[src/hw/rtl/qpm_pkg.sv]
`default_nettype none
package qpm_pkg;
  localparam int COORD_BITS_DEF = 20;
  localparam int THICK_BITS     = 10;
  localparam int AREA_BITS      = 42;
  localparam int PERIM_BITS     = 23;
  localparam int HALF_BITS      = 21;
  localparam int VOL_BITS       = 52;
  localparam int SURF_BITS      = 43;

  // One finished set of measures.
  typedef struct packed {
    logic [AREA_BITS-1:0]  area_mm2;
    logic [PERIM_BITS-1:0] perimeter_mm;
    logic [HALF_BITS-1:0]  width_mm;
    logic [HALF_BITS-1:0]  height_mm;
    logic [VOL_BITS-1:0]   volume_mm3;
    logic [SURF_BITS-1:0]  surface_mm2;
  } res_t;
endpackage
`default_nettype wire

[src/hw/rtl/qpm_post.sv]
`default_nettype none
module qpm_post
  import qpm_pkg::*;
#(
  parameter int COORD_BITS = COORD_BITS_DEF,
  localparam int R  = 2 * COORD_BITS + 2,
  localparam int LW = COORD_BITS + 1,
  localparam int PW = COORD_BITS + 3,
  localparam int VW = R + THICK_BITS,
  localparam int TW = PW + THICK_BITS,
  localparam int FW = ((R + 1 > TW) ? R + 1 : TW) + 1
) (
  input  wire                   clk,
  input  wire                   rst,
  input  wire                   en,
  input  wire                   in_valid,
  input  wire [R-1:0]           root [6],
  input  wire [THICK_BITS-1:0]  thick,
  output logic                  out_valid,
  output res_t                  res
);
  localparam int AE = ((R > AREA_BITS) ? R : AREA_BITS) + 1;
  localparam int PE = ((PW > PERIM_BITS) ? PW : PERIM_BITS) + 1;
  localparam int HE = ((LW > HALF_BITS) ? LW : HALF_BITS) + 1;
  localparam int VE = ((VW > VOL_BITS) ? VW : VOL_BITS) + 1;
  localparam int SE = ((FW > SURF_BITS) ? FW : SURF_BITS) + 1;

  logic [R-1:0]  area1, area2;
  logic [PW-1:0] per1, per2;
  logic [LW-1:0] wid1, wid2, hgt1, hgt2;
  logic [VW-1:0] vol2;
  logic [TW-1:0] pt2;
  logic          v1, v2;
  logic [R:0]    asum;
  logic [LW:0]   wsum, hsum;
  logic [FW-1:0] surf;
  logic [AE-1:0] ax;
  logic [PE-1:0] px;
  logic [HE-1:0] wx, hx;
  logic [VE-1:0] vx;
  logic [SE-1:0] sx;

  always_comb begin
    asum = (R+1)'(root[0]) + (R+1)'(root[1]);
    wsum = (LW+1)'(root[2][LW-1:0]) + (LW+1)'(root[4][LW-1:0]);
    hsum = (LW+1)'(root[3][LW-1:0]) + (LW+1)'(root[5][LW-1:0]);
    surf = (FW'(area2) << 1) + FW'(pt2);
    ax = AE'(area2);
    px = PE'(per2);
    wx = HE'(wid2);
    hx = HE'(hgt2);
    vx = VE'(vol2);
    sx = SE'(surf);
  end

  always_ff @(posedge clk) begin
    if (rst) begin
      v1 <= 1'b0;
      v2 <= 1'b0;
      out_valid <= 1'b0;
    end else if (en) begin
      v1 <= in_valid;
      v2 <= v1;
      out_valid <= v2;
    end
  end

  always_ff @(posedge clk) begin
    if (en) begin
      area1 <= asum[R:1];
      per1  <= PW'(root[2][LW-1:0]) + PW'(root[3][LW-1:0])
               + PW'(root[4][LW-1:0]) + PW'(root[5][LW-1:0]);
      wid1  <= wsum[LW:1];
      hgt1  <= hsum[LW:1];

      area2 <= area1;
      per2  <= per1;
      wid2  <= wid1;
      hgt2  <= hgt1;
      vol2  <= VW'(area1) * VW'(thick);
      pt2   <= TW'(per1) * TW'(thick);

      // clamp each field at its all-ones value
      res.area_mm2 <= (ax > AE'({AREA_BITS{1'b1}})) ? '1 : ax[AREA_BITS-1:0];
      res.perimeter_mm <= (px > PE'({PERIM_BITS{1'b1}})) ? '1 : px[PERIM_BITS-1:0];
      res.width_mm <= (wx > HE'({HALF_BITS{1'b1}})) ? '1 : wx[HALF_BITS-1:0];
      res.height_mm <= (hx > HE'({HALF_BITS{1'b1}})) ? '1 : hx[HALF_BITS-1:0];
      res.volume_mm3 <= (vx > VE'({VOL_BITS{1'b1}})) ? '1 : vx[VOL_BITS-1:0];
      res.surface_mm2 <= (sx > SE'({SURF_BITS{1'b1}})) ? '1 : sx[SURF_BITS-1:0];
    end
  end
endmodule
`default_nettype wire

[config.mk]
export PLATFORM = sky130hd
export DESIGN_NAME = qpm_post
export DESIGN_NICKNAME = d
export VERILOG_FILES = /design/src/hw/rtl/qpm_pkg.sv /design/src/hw/rtl/qpm_post.sv
export SDC_FILE = /design/constraint.sdc
export NUM_CORES = 2
export LEC_CHECK = 0
export BUFFER_PORTS_ARGS = -buffer_cell sky130_fd_sc_hd__buf_4
export CORE_ASPECT_RATIO = 0.8
export CORE_MARGIN = 3
export CORE_UTILIZATION = 50
export CTS_CLUSTER_DIAMETER = 60
export DETAILED_ROUTE_END_ITERATION = 8
export PLACE_DENSITY_LB_ADDON = 0.15
export SLEW_MARGIN = 15
export SYNTH_ARGS = -nofsm -noshare
export SYNTH_HDL_FRONTEND = slang
export SYNTH_SLANG_ARGS = --single-unit
[constraint.sdc]
create_clock -name clk -period 10.8 [get_ports clk]
set_input_delay 2.16 -clock clk [delete_from_list [all_inputs] [get_ports clk]]
set_output_delay 2.16 -clock clk [all_outputs]
set_load 0.005 [all_outputs]
==> results.md <==
- Fillers: 7441
- Synthesis-to-finish area growth: 11.9%
- Arr. time, crit path: 8.63 ns
- Ys async rst share: 0%
- Routed WL per cell: 19.2 um
- Clock sinks: 504
- Initial antenna violation count: 1
- Synth Area in Compound Gates: 8.83%
- Critical Path End Type: register
- Row count: 96
- Vias in the first global route: 30.4k
- Largest family of logic cells by synthesized area: adder cells
- Cell count after synthesis: 4069
- Multi-input logic area: 0.0254 mm^2
- Final Critical Period: approximately 8.2 ns
- WL final: 103000 um
- Synth Cell Area: 0.0437 mm^2
- DP HPWL: 76900 um
- Period Utilization, post-route: 76.4%
- Worst hold path type: register to register
- IO Pins: 469
- Worst path slowest cell: buf_4
- Die ar.: slightly above 0.09 mm^2
- Drt first pass iters: 6
- CP bufs+invs: 4
- Core box area: 0.0862 mm^2
- Most used cell, CP: fa_1
- DIE HEIGHT: 270 um
- #FFs+latches synth: 504
- Crit-path max cell delay: roughly 0.7 ns
- # DRC: 0
- Crit-path max FO: 65
- Vias: 29.0k
- Layout net count: about 5.3k
- Remaining Overflow, GRT: 0
- Vias/cell: between 5 and 6
- Met2 usage: 37.0%
- Ordered cell list for the critical path: buf_4, nand2_1, fa_1, inv_1, fa_1, fa_1, fa_1, inv_1, fa_1, inv_1, ha_1, a21o_1, a211o_1, a21oi_1, o22ai_1, nor3b_2, o31ai_1, a31o_2, a221oi_2, xnor2_1
- Max_cap viols: 0
- CTS tree: built
- CTS buffer count: slightly below 60
- Largest net degree at the start of global routing: 144
- Htree depth: 2
- Startpoint types: input port
- GRT busiest layer: met2
- Clock tree buffer depth: 3
- 1st-iter DRT viols: ~1.9k
- Register Area: 0.0151 mm^2
- Post-synthesis sequential area ratio: 34.6%
- Width of the chip: 337 um
- Crit Path Class: input port to register
- Starting Density: 50.7%
- CTS Hold Bufs: 0
- Clk slew on worst S/H paths: 0.06 ns
- CTS root buffer: clkbuf_16
- PortBufs: 384
- Synth Net Count: 5155
- Worst-Margin Slew: 1.08 ns
- XOR/XNOR share of the synthesized area: around 3.6%
- Commonest register cell after synthesis: edfxtp_1
- GRT Overall Usage: 23.3%
- Cell family with most CP delay: adder cells
- Hold Fails Final Rpt: 0
- Status: completed
- Share of layout cells above drive strength 1: between 10% and 20%
- Post_cts resized: 0
- Final slew viol count: 0
- Setup Viol. Count Final: 0
- Simple logic cell fraction of the synthesized area: 12.9%
- First-pass GRT wire length: ~170000 um
- Yosys warns: 0
- Achievable Freq: between 100 and 150 MHz
- Post-synth EDFFs: 501
- Worst relative slew slack: ~27%
- Avg Cell Area, Syn: 10.7 um^2
- Met1 Use GR: between 30 and 40%
- Synth cell types: between 80 and 90
- Clk_skew: 0.0191 ns
- Post-synthesis adder-cell area fraction: 32.6%
- Later-pin clock latency in the skew report: ~0.65 ns
- WP data required: 11.18 ns
- Post-route antenna net violation count: 0
- RSZ-0062 raised after global routing: no
- Final setup TNS: 0 ns
- Placer Congestion: 0.870
- GR met3 Demand/Resource: roughly 5.4%
- Post-CTS setup buffers: 0
- Mux cell area share after synthesis: 0.137%
[final cells by class]
| class | count | area share (%) |
|---|---|---|
| clock inverters | 37 | 1.08 |
| clock buffers | 68 | 3.04 |
| well taps | 1127 | 2.88 |
| multi-input cells | 2714 | 51.9 |
| inverters | 544 | 4.17 |
| repair buffers | 389 | 6.01 |
| flip-flops and latches | 504 | 30.9 |
| diodes | 2 | 0.0102 |
[state kept, by name, summed over array words and instances (netlist names), 23 cells and up]
name   cells
per1      23
pt2       33
vol2      52
area2     42
area1     42
res      202
per2      23
[stage by stage]
stage	instances	util [%]	worst slack [ns]	instance area (um^2)	hold slack [ns]
after detailed placement	5278	54.4	2.03	46900	0.405
after CTS	5383	56.7	2.73	48900	0.406
after floorplan	4069	-	3.04	43700	0.400
after global placement	5278	54.4	2.06	46900	0.400
after global routing	5383	56.7	2.34	48900	0.417
final	5385	56.7	2.55	48900	0.409
[worst register-to-register path: stages (launching register included)]
cell,delay [ns]
edfxtp_1,0.63
and2_1,0.30
fa_1,0.56
fa_1,0.45
fa_1,0.52
fa_1,0.54
inv_1,0.06
fa_1,0.53
inv_1,0.04
ha_1,0.37
a21o_1,0.22
a211o_1,0.30
a21oi_1,0.20
o22ai_1,0.14
nor3b_2,0.53
o31ai_1,0.33
a31o_2,0.32
a221oi_2,0.28
xnor2_1,0.12
[placed cells by master (no fill, tap or decap), types with 6 or more instances in the layout]
cell         n
or3_1       13
nor3_1      41
a31o_2       8
clkbuf_16   58
clkbuf_1    10
a211oi_1    22
mux2i_1      6
nand2b_1    30
o21ai_1      9
inv_6        7
o21ai_0     93
o31ai_1     17
xor2_1      51
o21bai_1    28
o21a_1      31
fa_1       530
a211o_1      6
a21oi_1    162
o211ai_1    19
o2111ai_1    7
xnor2_1    130
nand3_1     48
bufinv_16   10
a21boi_0     9
nor2_1     105
or2_2        7
buf_4      387
edfxtp_1   501
and3_1      23
and2_1     349
inv_1      544
a31oi_1     24
or4_1        7
nand4_1     18
a21o_1      90
clkinv_2     6
nand2_1    440
ha_1       290
nor2b_1     29
[cell usage after synthesis, types with 4 or more instances]
master,count,area [um^2]
inv_1,544,2040
fa_1,530,10600
edfxtp_1,501,15000
nand2_1,440,1650
and2_1,349,2180
ha_1,290,3630
clkbuf_1,275,1030
a21oi_1,162,811
xnor2_1,130,1140
nor2_1,105,394
o21ai_0,93,465
a21o_1,90,676
xor2_1,51,447
nand3_1,48,240
nor3_1,41,205
o21a_1,31,233
nand2b_1,30,188
nor2b_1,29,181
o21bai_1,28,210
a31oi_1,24,150
buf_1,24,90.1
and3_1,23,144
a211oi_1,22,165
o211ai_1,19,143
nand4_1,18,113
o31ai_1,18,135
or3_1,13,81.3
a21boi_0,9,67.6
o21ai_1,9,45.0
a31o_2,8,70.1
buf_2,8,40.0
o2111ai_1,7,61.3
or2_2,7,43.8
or4_1,7,52.6
a211o_1,6,52.6
mux2i_1,6,60.1
nor4_1,5,31.3
a311oi_1,4,35.0
o31a_1,4,35.0
[kinds of logic after synthesis]
kind of cell	count (synthesis)
buffers and inverters	851
AO/OA/AOI/OAI	577
XOR/XNOR	181
AND/OR/NAND/NOR	1130
flip-flops	504
multiplexers	6
adder cells (fa/ha/maj)	820
[per-layer routing]
layer | up-vias | share of wire, %
li1 | 13600 | -
met4 | 0 | 2.7
met1 | 14500 | 44
met5 | - | 0
met2 | 821 | 46
met3 | 143 | 7.7
[path summary, 6_finish.rpt]
kind	from	endpoint	slack, ns	depth (start not counted)
worst max-delay path	thick[3]	vol2[45]$_DFFE_PP_	2.55	20
worst min-delay path	per2[21]$_DFFE_PP_	res[158]$_SDFFCE_PN1P_	0.41	0
worst max register to register	area1[10]$_DFFE_PP_	vol2[45]$_DFFE_PP_	4.11	18
worst min register to register	per2[21]$_DFFE_PP_	res[158]$_SDFFCE_PN1P_	0.41	0
Power is left out: the tool's default activity adds up to more than one toggle a clock period on the data nets, which glitch-free logic cannot reach.
